File: src/rtl/core/csq_pkg.sv
// Shared types and constants for the counting semaphore wait queue unit.
// Used by csq_ring and counting_semaphore_wait_queue_unit; depends on nothing.
package csq_pkg;

    localparam int QUEUE_DEPTH = 10;
    localparam int SLOT_W      = (QUEUE_DEPTH > 1) ? $clog2(QUEUE_DEPTH) : 1;
    localparam int WAITERS_W   = $clog2(QUEUE_DEPTH + 1);
    localparam int ID_W        = 16;
    localparam int COUNT_W     = 16;

    localparam logic [SLOT_W-1:0]    SLOT_LAST    = SLOT_W'(QUEUE_DEPTH - 1);
    localparam logic [WAITERS_W-1:0] WAITERS_FULL = WAITERS_W'(QUEUE_DEPTH);
    localparam logic [COUNT_W-1:0]   COUNT_MAX    = {COUNT_W{1'b1}};

    typedef enum logic [2:0] {
        KIND_WAIT     = 3'd0,
        KIND_TRYWAIT  = 3'd1,
        KIND_POST     = 3'd2,
        KIND_DESTROY  = 3'd3,
        KIND_GETVALUE = 3'd4
    } kind_t;

    typedef enum logic [2:0] {
        ST_OK          = 3'd0,
        ST_ERROR       = 3'd1,
        ST_WOULD_BLOCK = 3'd2,
        ST_NOT_OWNER   = 3'd3,
        ST_BLOCKED     = 3'd4
    } status_t;

    typedef enum logic [1:0] {
        REG_OWNER_ENV     = 2'd0,
        REG_SHARED_FLAG   = 2'd1,
        REG_INITIAL_COUNT = 2'd2
    } reg_index_t;

    typedef struct packed {
        logic              we;
        logic [SLOT_W-1:0] waddr;
        logic [ID_W-1:0]   wdata;
        logic              re;
        logic [SLOT_W-1:0] raddr;
    } ring_req_t;

endpackage

File: src/rtl/core/csq_ring.sv
// Wait ring memory: one write port, one read port, registered read data.
// Depends on csq_pkg for depth, slot width and the request struct.
module csq_ring (
    input  logic                   clk,
    input  csq_pkg::ring_req_t     req,
    output logic [csq_pkg::ID_W-1:0] rdata
);
    import csq_pkg::*;

    logic [ID_W-1:0] mem [QUEUE_DEPTH];
    logic [ID_W-1:0] rdata_reg;

    always_ff @(posedge clk)
    begin
        if (req.we)
        begin
            mem[req.waddr] <= req.wdata;
        end
        if (req.re)
        begin
            rdata_reg <= mem[req.raddr];
        end
    end

    assign rdata = rdata_reg;

endmodule

File: src/rtl/core/counting_semaphore_wait_queue_unit.sv
// Counting semaphore with a FIFO ring of waiting thread ids.
// Request input stream (s_*), result output stream (m_*), APB register port.
// Depends on csq_pkg and csq_ring.
//
// Usage:
//   Each request item on s_* carries kind in s_tuser and the caller thread
//   and environment in s_tdata; exactly one result item leaves on m_* with
//   status in m_tuser and wake flag, woken thread and count in m_tdata.
//   m_tvalid rises in the cycle after input acceptance. Throughput is
//   one item per cycle: a new item is taken in the same cycle that the
//   pending result is taken. A post that releases a waiter reads the ring
//   memory at acceptance; the woken id appears from the registered read port
//   together with the result.
//   The receiver may stall m_tready indefinitely; the result holds and
//   s_tready stays low until it is taken.
//   Reset empties the queue, clears count and registers and marks the
//   semaphore valid. Registers at 0x0 owner_env, 0x4 shared_flag,
//   0x8 initial_count; write initial_count only while no item is pending.
module counting_semaphore_wait_queue_unit (
    input  logic        clk,
    input  logic        rst_n,
    input  logic        s_tvalid,
    output logic        s_tready,
    input  logic [31:0] s_tdata,   // caller_thread[15:0], caller_env[31:16]
    input  logic [2:0]  s_tuser,   // kind[2:0]
    output logic        m_tvalid,
    input  logic        m_tready,
    output logic [39:0] m_tdata,   // wake_valid[0], wake_thread[16:1], count_value[32:17]
    output logic [2:0]  m_tuser,   // status[2:0]
    input  logic        psel,
    input  logic        penable,
    input  logic        pwrite,
    input  logic [3:0]  paddr,
    input  logic [31:0] pwdata,
    output logic [31:0] prdata,
    output logic        pready
);
    import csq_pkg::*;

    logic [15:0]          owner_env_reg;
    logic                 shared_flag_reg;
    logic [COUNT_W-1:0]   initial_count_reg;

    logic [COUNT_W-1:0]   count_reg, count_next;
    logic                 valid_reg, valid_next;
    logic [WAITERS_W-1:0] waiters_reg, waiters_next;
    logic [SLOT_W-1:0]    enq_slot_reg, enq_slot_next;
    logic [SLOT_W-1:0]    deq_slot_reg, deq_slot_next;

    logic                 out_valid_reg;
    status_t              status_reg, status_next;
    logic                 wake_valid_reg, wake_valid_next;
    logic [COUNT_W-1:0]   count_value_reg, count_value_next;

    ring_req_t            ring_req;
    logic [ID_W-1:0]      ring_rdata;

    logic                 in_fire;
    logic                 cfg_write;
    logic [1:0]           cfg_index;
    logic [ID_W-1:0]      caller_thread;
    logic [15:0]          caller_env;
    kind_t                kind;

    assign pready        = 1'b1;
    assign cfg_write     = psel && penable && pwrite;
    assign cfg_index     = paddr[3:2];
    assign caller_thread = s_tdata[15:0];
    assign caller_env    = s_tdata[31:16];
    assign kind          = kind_t'(s_tuser);

    assign s_tready = !out_valid_reg || m_tready;
    assign in_fire  = s_tvalid && s_tready;

    always_comb
    begin
        case (reg_index_t'(cfg_index))
            REG_OWNER_ENV:     prdata = {16'd0, owner_env_reg};
            REG_SHARED_FLAG:   prdata = {31'd0, shared_flag_reg};
            REG_INITIAL_COUNT: prdata = {16'd0, initial_count_reg};
            default:           prdata = 32'd0;
        endcase
    end

    always_comb
    begin
        count_next       = count_reg;
        valid_next       = valid_reg;
        waiters_next     = waiters_reg;
        enq_slot_next    = enq_slot_reg;
        deq_slot_next    = deq_slot_reg;
        status_next      = ST_ERROR;
        wake_valid_next  = 1'b0;
        count_value_next = '0;
        ring_req.we      = 1'b0;
        ring_req.waddr   = enq_slot_reg;
        ring_req.wdata   = caller_thread;
        ring_req.re      = 1'b0;
        ring_req.raddr   = deq_slot_reg;

        if (kind == KIND_DESTROY)
        begin
            if (caller_env != owner_env_reg && !shared_flag_reg)
            begin
                status_next = ST_NOT_OWNER;
            end
            else
            begin
                valid_next  = 1'b0;
                status_next = ST_OK;
            end
        end
        else if (valid_reg)
        begin
            case (kind)
                KIND_WAIT, KIND_TRYWAIT:
                begin
                    if (count_reg != '0)
                    begin
                        count_next  = count_reg - 1'b1;
                        status_next = ST_OK;
                    end
                    else if (kind == KIND_TRYWAIT)
                    begin
                        status_next = ST_WOULD_BLOCK;
                    end
                    else if (waiters_reg >= WAITERS_FULL)
                    begin
                        status_next = ST_ERROR;
                    end
                    else
                    begin
                        ring_req.we   = in_fire;
                        enq_slot_next = (enq_slot_reg == SLOT_LAST) ? '0 : enq_slot_reg + 1'b1;
                        waiters_next  = waiters_reg + 1'b1;
                        status_next   = ST_BLOCKED;
                    end
                end
                KIND_POST:
                begin
                    status_next = ST_OK;
                    if (count_reg != '0 || waiters_reg == '0)
                    begin
                        if (count_reg != COUNT_MAX)
                        begin
                            count_next = count_reg + 1'b1;
                        end
                    end
                    else
                    begin
                        ring_req.re     = in_fire;
                        waiters_next    = waiters_reg - 1'b1;
                        deq_slot_next   = (deq_slot_reg == SLOT_LAST) ? '0 : deq_slot_reg + 1'b1;
                        wake_valid_next = 1'b1;
                    end
                end
                KIND_GETVALUE:
                begin
                    count_value_next = count_reg;
                    status_next      = ST_OK;
                end
                default:
                begin
                    status_next = ST_ERROR;
                end
            endcase
        end
    end

    csq_ring u_ring (
        .clk   (clk),
        .req   (ring_req),
        .rdata (ring_rdata)
    );

    always_ff @(posedge clk or negedge rst_n)
    begin
        if (!rst_n)
        begin
            owner_env_reg     <= '0;
            shared_flag_reg   <= 1'b0;
            initial_count_reg <= '0;
            count_reg         <= '0;
            valid_reg         <= 1'b1;
            waiters_reg       <= '0;
            enq_slot_reg      <= '0;
            deq_slot_reg      <= '0;
            out_valid_reg     <= 1'b0;
            status_reg        <= ST_OK;
            wake_valid_reg    <= 1'b0;
            count_value_reg   <= '0;
        end
        else
        begin
            if (in_fire)
            begin
                count_reg       <= count_next;
                valid_reg       <= valid_next;
                waiters_reg     <= waiters_next;
                enq_slot_reg    <= enq_slot_next;
                deq_slot_reg    <= deq_slot_next;
                out_valid_reg   <= 1'b1;
                status_reg      <= status_next;
                wake_valid_reg  <= wake_valid_next;
                count_value_reg <= count_value_next;
            end
            else if (m_tready)
            begin
                out_valid_reg <= 1'b0;
            end

            if (cfg_write)
            begin
                case (reg_index_t'(cfg_index))
                    REG_OWNER_ENV:
                    begin
                        owner_env_reg <= pwdata[15:0];
                    end
                    REG_SHARED_FLAG:
                    begin
                        shared_flag_reg <= pwdata[0];
                    end
                    REG_INITIAL_COUNT:
                    begin
                        initial_count_reg <= pwdata[15:0];
                        count_reg         <= pwdata[15:0];
                        waiters_reg       <= '0;
                        enq_slot_reg      <= '0;
                        deq_slot_reg      <= '0;
                        valid_reg         <= 1'b1;
                    end
                    default:
                    begin
                    end
                endcase
            end
        end
    end

    assign m_tvalid = out_valid_reg;
    assign m_tuser  = status_reg;
    assign m_tdata  = {7'd0, count_value_reg,
                       (wake_valid_reg ? ring_rdata : {ID_W{1'b0}}), wake_valid_reg};

endmodule
File: config.mk
export PLATFORM = sky130hd
export DESIGN_NAME = counting_semaphore_wait_queue_unit
export DESIGN_NICKNAME = d
export VERILOG_FILES = /design/src/rtl/core/csq_pkg.sv /design/src/rtl/core/csq_ring.sv /design/src/rtl/core/counting_semaphore_wait_queue_unit.sv
export SDC_FILE = /design/constraint.sdc
export NUM_CORES = 1
export LEC_CHECK = 0
export BUFFER_PORTS_ARGS = -buffer_cell sky130_fd_sc_hd__buf_4
export CAP_MARGIN = 20
export CORE_ASPECT_RATIO = 1.1
export CORE_MARGIN = 5
export CORE_UTILIZATION = 40
export DETAILED_ROUTE_END_ITERATION = 8
export GPL_TIMING_DRIVEN = 0
export SYNTH_ARGS = -nofsm -noshare
export SYNTH_HDL_FRONTEND = slang
export SYNTH_SLANG_ARGS = --single-unit
export TNS_END_PERCENT = 10
File: constraint.sdc
create_clock -name clk -period 6.5 [get_ports clk]
set_input_delay 1.3 -clock clk [delete_from_list [all_inputs] [get_ports clk]]
set_output_delay 1.3 -clock clk [all_outputs]
set_load 0.01 [all_outputs]
Word-level counts from Yosys, hierarchy flattened. Memory sizes are Yosys's and may differ from the RTL's. A register that Yosys moved wholly into a read port is not among the register bits. Index checks and enable logic that the tools add are counted.

Add/subtract/negate cells: 6. $lt $le $gt $ge: 1. Eq/ne operators: 10. Multiplexer cells: 72. Reductions and logical operators: 18.

Operator list (count): $mux 16 (12); $mux 4 (27); $pmux 16 s3 (1); $pmux 16 s2 (1); $mux 1 (23); $add 16x1->16 const B (1); $ne 16x16->1 (1); $ne 16x16->1 const B (1); $reduce_bool 16->1 (1); $sub 16x1->16 const B (1); $mux 3 (5); $add 4x1->4 const B (3); $eq 4x4->1 const B (2); $pmux 4 s2 (1); $eq 3x2->1 const B (2); $pmux 3 s2 (1); $reduce_and 2->1 (3); $ge 4x4->1 const B (1); $logic_and 1x1->1 (4); $logic_not 4->1 (1); $reduce_or 2->1 (2); $sub 4x1->4 const B (1); $eq 3x1->1 const B (1); $eq 3x3->1 const B (1); other kinds (8) (10).

Register bits: 83. RAM bits: 160. Input port bits: 78. Output and inout bits: 78. Word-level logic and storage cells: 120. Memories: 1.

Memory list: u_ring.mem (depth 10, bits a word 16, rd ports 1, clocked after Yosys merged registers in 1, write ports 1, line csq_ring.sv:10) `logic [ID_W-1:0] mem [QUEUE_DEPTH];`.

Logic depth before layout (Yosys ltp). Gate-level depths: netlist of run 1.

Depth after elaboration: 11. Depth in mapped cells: 9. Mapped depth without buffers: 8.

Modules after synthesis. Synthesis of run 1 repeated with hierarchy kept, for this count alone.

Cells, all modules: 965. Area, all modules: 12152.9 um2.

By module, submodules not included: csq_ring (times used 1, cells each 358, area each 6872.8 um2, sequential area each 5285.1 um2); counting_semaphore_wait_queue_unit (times used 1, cells each 607, area each 5280.1 um2, sequential area each 2078.2 um2).

Worst setup path after synthesis of run 1. Ideal clock, no wire load.

Path type: input port to flip-flop. From: input port s_tuser[1]. To: memory u_ring.mem[2][0] (enable). Arrival: 3.674 ns. Data required time: 6.091 ns. Path slack: 2.417 ns. Stages on the path: 6. Path buffers: 1. Cell sequence: or2_1 -> clkbuf_1 -> or3_1 -> nor4_4 -> nand2_1 -> nor3_1.

Word-level cells in the longest chain between the ends: 8. Elaborated cells between the ends (all ways): 11. Those cells by class: eq/ne (2); mux (7); reduce/logical (2).

Ends and longest elaborated chain: from (decl) (line counting_semaphore_wait_queue_unit.sv:25) `input logic [2:0] s_tuser,`; $eq 3x1->1 (line counting_semaphore_wait_queue_unit.sv:115, counting_semaphore_wait_queue_unit.sv:123); $mux 1 (line counting_semaphore_wait_queue_unit.sv:123) `else if (kind == KIND_TRYWAIT)`; $mux 1 (line counting_semaphore_wait_queue_unit.sv:118) `if (count_reg != '0)`; $mux 1 (line counting_semaphore_wait_queue_unit.sv:115) `case (kind)`; $mux 1 (line counting_semaphore_wait_queue_unit.sv:113) `else if (valid_reg)`; $mux 1 * (line counting_semaphore_wait_queue_unit.sv:101) `if (kind == KIND_DESTROY)`; $mux 1 * (line csq_ring.sv:15) `if (req.we)`; $mux 1 (implied by the code) * (line csq_ring.sv:17) `mem[req.waddr] <= req.wdata;`; to (decl) (line csq_ring.sv:10).

Mark *: on every way between the ends. The rest lies on a longest branch, timed or not.

Worst setup path after layout of run 1.
From: input port paddr[3]. To: output port prdata[12].

Word-level cells in the longest chain between the ends: 2. Elaborated cells between the ends (all ways): 4. Those cells by class: eq/ne (2); mux (1); reduce/logical (1).

Ends and longest elaborated chain: from (decl) (line counting_semaphore_wait_queue_unit.sv:33) `input logic [3:0] paddr,`; $eq 2x2->1, or another cell as far along (line counting_semaphore_wait_queue_unit.sv:77) `case (reg_index_t'(cfg_index))`; $pmux 16 s3 * (line counting_semaphore_wait_queue_unit.sv:77); to (decl) (line counting_semaphore_wait_queue_unit.sv:35) `output logic [31:0] prdata,`.

Marked as above.

==> results of run 1 <==
-- per-layer routing --
layer  vias to the layer above  GRT usage, %
met5                         -             0
met4                         0          5.98
met3                        64          2.67
met2                       292          32.5
met1                      4059          24.0
li1                       3710             -
-- Yosys cell counts (3+ instances only) --
cell type  instances  area, µm²
a21oi_1           37        185
clkbuf_1          35        131
nor2b_1           24        150
a31oi_1            6       37.5
a211oi_1          18        135
nor3_1            32        160
a32oi_1            3       26.3
or3_1              6       37.5
and3_1             5       31.3
a21boi_0           3       22.5
nand2_1           87        327
o21ai_0           22        110
xor2_1            20        175
mux4_2            32        721
a311oi_1           3       26.3
nor2_1            54        203
mux2_2            17        191
buf_4             25        188
mux2i_1           35        350
edfxtp_1         176       5290
nand4_1            7       43.8
a211o_1            4       35.0
nor4_1            13       81.3
o31ai_1            4       30.0
and2_1            17        106
buf_2             17       85.1
nand3_1           17       85.1
ha_1               6       75.1
a22o_1            17        149
xnor2_1            5       43.8
nand2b_1           4       25.0
o221ai_1           4       35.0
dfrtp_1           82       2050
inv_1             12       45.0
-- logic make-up after synthesis --
family          count (synthesis)
other cells                     2
mux                            84
simple gates                  289
xor+xnor                       25
flops                         259
buf+inv                        95
fa+ha+maj                       6
compound gates                147
-- critical path: cells and delay by family --
family / cells / cell delay (ps)
buffers and inverters: 3 / 1290
muxes: 1 / 270
and+or+nand+nor: 1 / 70
-- per-stage QoR --
step | total power [mW] | area [µm²] | hold WS (ps) | utilization [%]
floorplan | 2.47 | 12000 | 445 | -
global placement | 2.73 | 13300 | 462 | 45.1
detailed placement | 2.74 | 13500 | 464 | 45.8
CTS | 4.31 | 14400 | 477 | 48.9
global route | 4.47 | 14400 | 511 | 49.0
finish | 4.28 | 14400 | 476 | 49.0
-- how the worst min path moves through the flow --
stage                                       from                           endpoint  slack [ps]  cells past startpoint
2_1_floorplan  initial_count_reg[11]$_DFFE_PN0P_  initial_count_reg[11]$_DFFE_PN0P_         450                      2
3_3_place_gp   initial_count_reg[13]$_DFFE_PN0P_  initial_count_reg[13]$_DFFE_PN0P_         460                      2
3_5_place_dp    initial_count_reg[0]$_DFFE_PN0P_   initial_count_reg[0]$_DFFE_PN0P_         460                      2
4_1_cts        initial_count_reg[11]$_DFFE_PN0P_  initial_count_reg[11]$_DFFE_PN0P_         480                      2
5_1_grt        initial_count_reg[12]$_DFFE_PN0P_  initial_count_reg[12]$_DFFE_PN0P_         510                      2
6_report        initial_count_reg[0]$_DFFE_PN0P_   initial_count_reg[0]$_DFFE_PN0P_         480                      2
-- area by class of cell --
| type | instances | area (µm²) | area share, % |
|---|---|---|---|
| Buffer | 83 | 455 | 3.15 |
| Clock buffer | 36 | 752 | 5.21 |
| Clock inverter | 13 | 146 | 1.01 |
| Inverter | 12 | 45.0 | 0.312 |
| Multi-Input combinational cell | 575 | 4170 | 28.9 |
| Sequential cell | 259 | 7360 | 51.0 |
| Tap cell | 374 | 468 | 3.24 |
| Timing Repair Buffer | 124 | 1030 | 7.17 |
-- placed cells by master, fill, tap and decap left out, types with 29 or more instances in the layout --
master,n
mux2i_1,35
nand2_1,87
edfxtp_1,176
nor3_1,29
dfrtp_1,82
a21oi_1,37
nor2_1,47
mux4_2,32
buf_4,136
clkbuf_1,42
clkbuf_16,29
-- power groups by stage --
| stage | registers (mW) | logic, mW | clock network (mW) |
|---|---|---|---|
| 2_1_floorplan | 1.97 | 0.501 | 0 |
| 3_3_place_gp | 1.99 | 0.747 | 0 |
| 3_5_place_dp | 1.99 | 0.754 | 0 |
| 4_1_cts | 1.96 | 0.757 | 1.60 |
| 5_1_grt | 1.97 | 0.833 | 1.67 |
| 6_report | 1.96 | 0.762 | 1.56 |
==> reports/summary.txt, run 1 <==
outcome: complete, no violations
I/O Buffers: 111
cell leakage power: 5.49 nW
Initial DRC Count: 629
DP Worst Slack: 2150 ps
largest family of logic cells by synthesized area: simple AND/OR/NAND/NOR gates
Clk pin slew, worst setup/hold paths: 60 ps
max FFs per register: 160
Compound-Gate Fraction of Synth Area: 8.51%
routed length on met3: 1750 µm
Sequential Power Share: 45.7%
Top Metal Used: met4
Num CTS Buffers: 28
initial antenna violation count: 1
post-route setup slack: 2270 ps
drc violations: 0
P per Cell Area: 297 nW/µm²
CTS Sinks: 259
routed len/inst: 21.4 µm
max_cap viols: 0
worst setup path start: paddr[3]
final setup vio count: 0
Largest Register: u_ring.mem
Hold Vio Cnt, Final: 0
Max Fclk: 237 MHz
Routed Antenna Nets: 0
syn avg cell area: 13.1 µm²
Post-synth top flop: edfxtp_1
GP Congestion: 0.906
Slowest cell on crit path: clkbuf_1
Post-synth ARST share: 32.0%
Worst Hold Class: reg2reg
Met1 Routed Length: 13100 µm
Int Pwr: 3.11 mW
Top Ports: 156
CP Class: in2out
vias in the first global route: 8297
# resized after CTS: 0
Gate Count Post-Synth: 907
clk root buf: clkbuf_16
die width: 175 µm
Crit. End Element: output port
post-CTS setup buffer count: 0
Max Transition Viols Final: 0
Starting Density: 40.4%
critical-path cell list: clkbuf_1 -> clkbuf_1 -> mux2i_1 -> nor2_1 -> buf_4
clk buf depth: 3
#FFs+latches synth: 259
share of post-route cells with drive strength above 1: 26.1%
setup TNS: 0 ps
gr ovfl total: 0
crit path capture: prdata[12]
area grow syn2layout: 21.1%
Syn Std Cell Area: 11900 µm²
first-pass GRT wire length: 48700 µm
RR Endpoint: u_ring.mem[0][4]$_DFFE_PP_
Post-synth EDFFs: 176
crit-path max FO: 10
FF-to-FF Start: count_reg[1]$_DFF_PN0_
switch share: 27.3%
metal2 WL: 15900 µm
Via Count: 8125
Rows: 66
min cycle time layout: 4230 ps
first drt pass iteration count: 5
DIE AREA: 33400 µm²
Tot GR Track Use: 18.6%
maximum vdd drop: 0.000178 V
CP dominant cell by count: clkbuf_1
Synth Area in XOR/XNOR: 1.84%
Post-DP HPWL: 21900 µm
Distinct cells, synth: 81
Slew @ Worst Pin: 1070 ps
dpl cells: 1426
part of the Yosys area used for sequential elements: 61.8%
Die Ht: 191 µm
mux contribution to synthesized area: 10.6%
fin cells: 1476
layout net count: 1167
core area: 29500 µm²
Comb pwr share: 17.8%
largest net degree at the start of global routing: 84
Post-CTS Hold Buffers: 0
post-DR vias/cell: 5.50
CTS tree: yes
Warnings, synthesis: 0
Worst slew margin: 28.4%
reg2reg path depth: 8
startpoint class of the critical path: input port
Post-Route WL: 31600 µm
RSZ-0062 raised after global routing: false
period utilization: 65.0%
required time of the critical path: 5200 ps
filler instances: 2666
adder and majority cell fraction of the synthesized area: 0.630%
Simple-Gate Fraction of Synth Area: 12.4%
Post-Route Skew: 17.4 ps
H-Tree Depth: 1
CP max stage delay: 640 ps
setup slack, reg-to-reg: 3020 ps
Clk Latency, worst-skew pair: 540 ps
Clk pwr share: 36.5%
Critical Path AT: 2930 ps
Ant. Diodes: 0
NetSw: 1.17 mW
(Power assumes the default switching activity.)
==> inputs of run 2 (changes only) <==
- ABC_AREA: not set -> 1
- clock period: 6.5 -> 3.45 ns (I/O delays scaled with it)
==> run 2 against run 1 <==
Worst hold slack got worse by 420 ps. Combinational power increased to 3.1 times the previous value. Die area increased by 4.9%. Power increased by 110%. Routed wire length increased by 8.7%. Cell area increased by 4.2%. Highest routed layer unchanged.
==> reports/summary.txt, run 2 <==
first-pass GRT wire length: 52500 µm (+8.0%)
post-CTS setup buffer count: 0 (unchanged)
Warnings, synthesis: 0 (unchanged)
Worst Hold Class: in2async
P per Cell Area: 596 nW/µm² (+100%)
Worst slew margin: 30.7% (+2.3 points)
routed len/inst: 18.3 µm (-15%)
post-route setup slack: 193 ps (-2080 ps)
max FFs per register: 160 (unchanged)
leading cell types in the layout, fill and taps excluded: nand2_1, edfxtp_1, buf_4, inv_1, dfrtp_1
Hold Vio Cnt, Final: 0 (unchanged)
die width: 179 µm (+2.4%)
clk root buf: clkbuf_16
critical-path cell list: buf_2 -> inv_1 -> ha_1 -> nand3_2 -> nor2_8 -> nand3_4 -> nor2_4 -> nand2_4 -> clkinv_4 -> nand3_2 -> nor3_4
# resized after CTS: 0 (unchanged)
#FFs+latches synth: 259 (unchanged)
min cycle time layout: 3260 ps
final setup vio count: 0 (unchanged)
Distinct cells, synth: 44 (-46%)
ranking of synthesized cells by area: edfxtp_1, dfrtp_1, nand2_1
Post-CTS Hold Buffers: 0 (unchanged)
RR Endpoint: u_ring.mem[2][15]$_DFFE_PP_
Slew @ Worst Pin: 1040 ps (-30.4 ps)
Post-synth top flop: edfxtp_1
layout net count: 1523 (+31%)
part of the Yosys area used for sequential elements: 58.7% (-3.1 points)
CP dominant cell by count: nand3_2
area grow syn2layout: 19.9%
Clk pin slew, worst setup/hold paths: 60 ps (about the same)
required time of the critical path: 3630 ps (-1570 ps)
CP max stage delay: 840 ps (+200 ps)
first drt pass iteration count: 5 (unchanged)
area leader, netlist: edfxtp_1
Gate Count Post-Synth: 1267 (+40%)
worst setup path start: count_reg[0]$_DFF_PN0_
post-DR vias/cell: 5.04 (-8.4%)
cell leakage power: 6.53 nW (+19%)
Max Fclk: 307 MHz
CTS Sinks: 259 (unchanged)
Die Ht: 196 µm (+2.4%)
Via Count: 9477 (+17%)
RSZ-0062 raised after global routing: false
setup slack, reg-to-reg: 190 ps (-2830 ps)
Post-Route Skew: 19.1 ps (+1.73 ps)
crit path capture: u_ring.mem[2][15]$_DFFE_PP_
Post-DP HPWL: 24700 µm (+13%)
cell count along the critical path: 11 (+6)
Max Transition Viols Final: 0 (unchanged)
DP Worst Slack: 218 ps (-1930 ps)
routed length on met3: 1940 µm (+11%)
Post-synth EDFFs: 176 (unchanged)
Top Ports: 156 (unchanged)
Syn Std Cell Area: 12500 µm² (+5.2%)
maximum vdd drop: 0.000410 V (+130%)
share of post-route cells with drive strength above 1: 19.8% (-6.3 points)
largest net degree at the start of global routing: 84 (unchanged)
Initial DRC Count: 735 (+17%)
Largest Register: u_ring.mem
Clk Latency, worst-skew pair: 570 ps (+30 ps)
Tot GR Track Use: 19.4% (+0.80 points)
Rows: 68 (+3.0%)
Num CTS Buffers: 28 (unchanged)
Slowest cell on crit path: nor3_4
Post-synth ARST share: 32.0% (unchanged)
CP Buf/Inv Count: 3 (unchanged)
I/O Buffers: 113 (+1.8%)
syn avg cell area: 9.90 µm² (-25%)
gr ovfl total: 0 (unchanged)
Critical Path AT: 3440 ps (+510 ps)
Post-Route WL: 34400 µm (+8.7%)
DIE AREA: 35000 µm² (+4.9%)
most common cell after layout, fill and taps aside: nand2_1
initial antenna violation count: 0 (-1)
Synth top area share: 42.1% (-2.2 points)
CP Class: reg2reg
Ant. Diodes: 0 (unchanged)
largest delay contributor family on the critical path: simple AND/OR/NAND/NOR gates
clk buf depth: 3 (unchanged)
startpoint class of the critical path: flop
top-count cell post-synth: nand2_1
Starting Density: 40.3% (-0.15 points)
reg2reg path depth: 11 (+3)
outcome: complete, no violations
crit-path max FO: 16 (+6)
CTS tree: yes
metal2 WL: 16400 µm (+3.1%)
drc violations: 0 (unchanged)
max_cap viols: 0 (unchanged)
Top Metal Used: met4
setup TNS: 0 ps (unchanged)
Synth top cells by count: nand2_1, edfxtp_1, inv_1, nor2_1, dfrtp_1
Met1 Routed Length: 15400 µm (+17%)
period utilization: 94.4%
core area: 31100 µm² (+5.6%)
Routed Antenna Nets: 0 (unchanged)
GP Congestion: 0.940 (+3.7%)
vias in the first global route: 9080 (+9.4%)
H-Tree Depth: 1 (unchanged)
Crit. End Element: flop
FF-to-FF Start: count_reg[0]$_DFF_PN0_
-- run 2: cell count changes in the layout (fill, tap and decap cells not counted), sizes merged, moves of 24 or more --
cell and delta:
mux4 -32, nor2 +47, o21ai +59, nand2 +243, a32o +31, nand3 +52
nor2b -24, inv +111, a21oi +34, mux2i -35
-- run 2: routing by layer --
| metal | track usage [%] | vias up |
|---|---|---|
| li1 | - | 4598 |
| met2 | 31.4 | 269 |
| met3 | 3.01 | 42 |
| met4 | 5.29 | 0 |
| met5 | 0 | - |
| met1 | 27.3 | 4568 |
-- run 2: through the flow --
stage | cell area (µm²) | hold slack, ps | total power [mW] | util, % | cells
floorplan | 12600 | 394 | 5.41 | - | 1289
global placement | 14000 | 470 | 6.09 | 45.0 | 1822
detailed placement | 14100 | 470 | 6.11 | 45.4 | 1828
CTS | 15000 | 345 | 8.99 | 48.2 | 1879
global route | 15000 | 77.8 | 9.42 | 48.3 | 1880
finish | 15000 | 57.9 | 8.96 | 48.3 | 1880
-- run 2: worst min-delay path by stage --
| stage | to | cells past startpoint | slack, ps | from |
|---|---|---|---|---|
| after floorplan | count_reg[0]$_DFF_PN0_ | 0 | 390 | rst_n |
| after global placement | m_tuser[0]$_DFFE_PN0P_ | 2 | 470 | m_tuser[0]$_DFFE_PN0P_ |
| after detailed placement | m_tuser[0]$_DFFE_PN0P_ | 2 | 470 | m_tuser[0]$_DFFE_PN0P_ |
| after CTS | count_reg[3]$_DFF_PN0_ | 3 | 350 | pwdata[3] |
| after global routing | m_tuser[0]$_DFFE_PN0P_ | 1 | 80 | rst_n |
| final | count_reg[6]$_DFF_PN0_ | 1 | 60 | rst_n |
-- run 2: logic make-up (layout without fill, tap and decap cells) --
kind of cell	Yosys count	count (layout)	synth area share [%]
multiplexers	6	6	0.539
adder cells (fa/ha/maj)	6	6	0.598
XOR/XNOR	19	19	1.33
AND/OR/NAND/NOR	546	546	20.2
buffers and inverters	212	383	8.05
other	2	24	0.0599
flip-flops	259	259	58.7
AO/OA/AOI/OAI	217	217	10.5
-- run 2: where the power goes --
| part | switching (mW) | internal, mW | total [mW] | leakage (nW) |
|---|---|---|---|---|
| registers | 0.180 | 3.56 | 3.74 | 2.62 |
| logic | 1.49 | 0.836 | 2.33 | 3.49 |
| clock network | 1.24 | 1.65 | 2.89 | 0.424 |
| total | 2.91 | 6.05 | 8.96 | 6.53 |
-- run 2: area by class of cell --
cell class	count	area, µm²
buffer	85	528
clock buffer	36	731
clock inverter	15	153
fill	2950	16100
inverter	127	482
multi-input combinational	818	4300
sequential	259	7360
tap	420	526
timing repair buffer	120	955
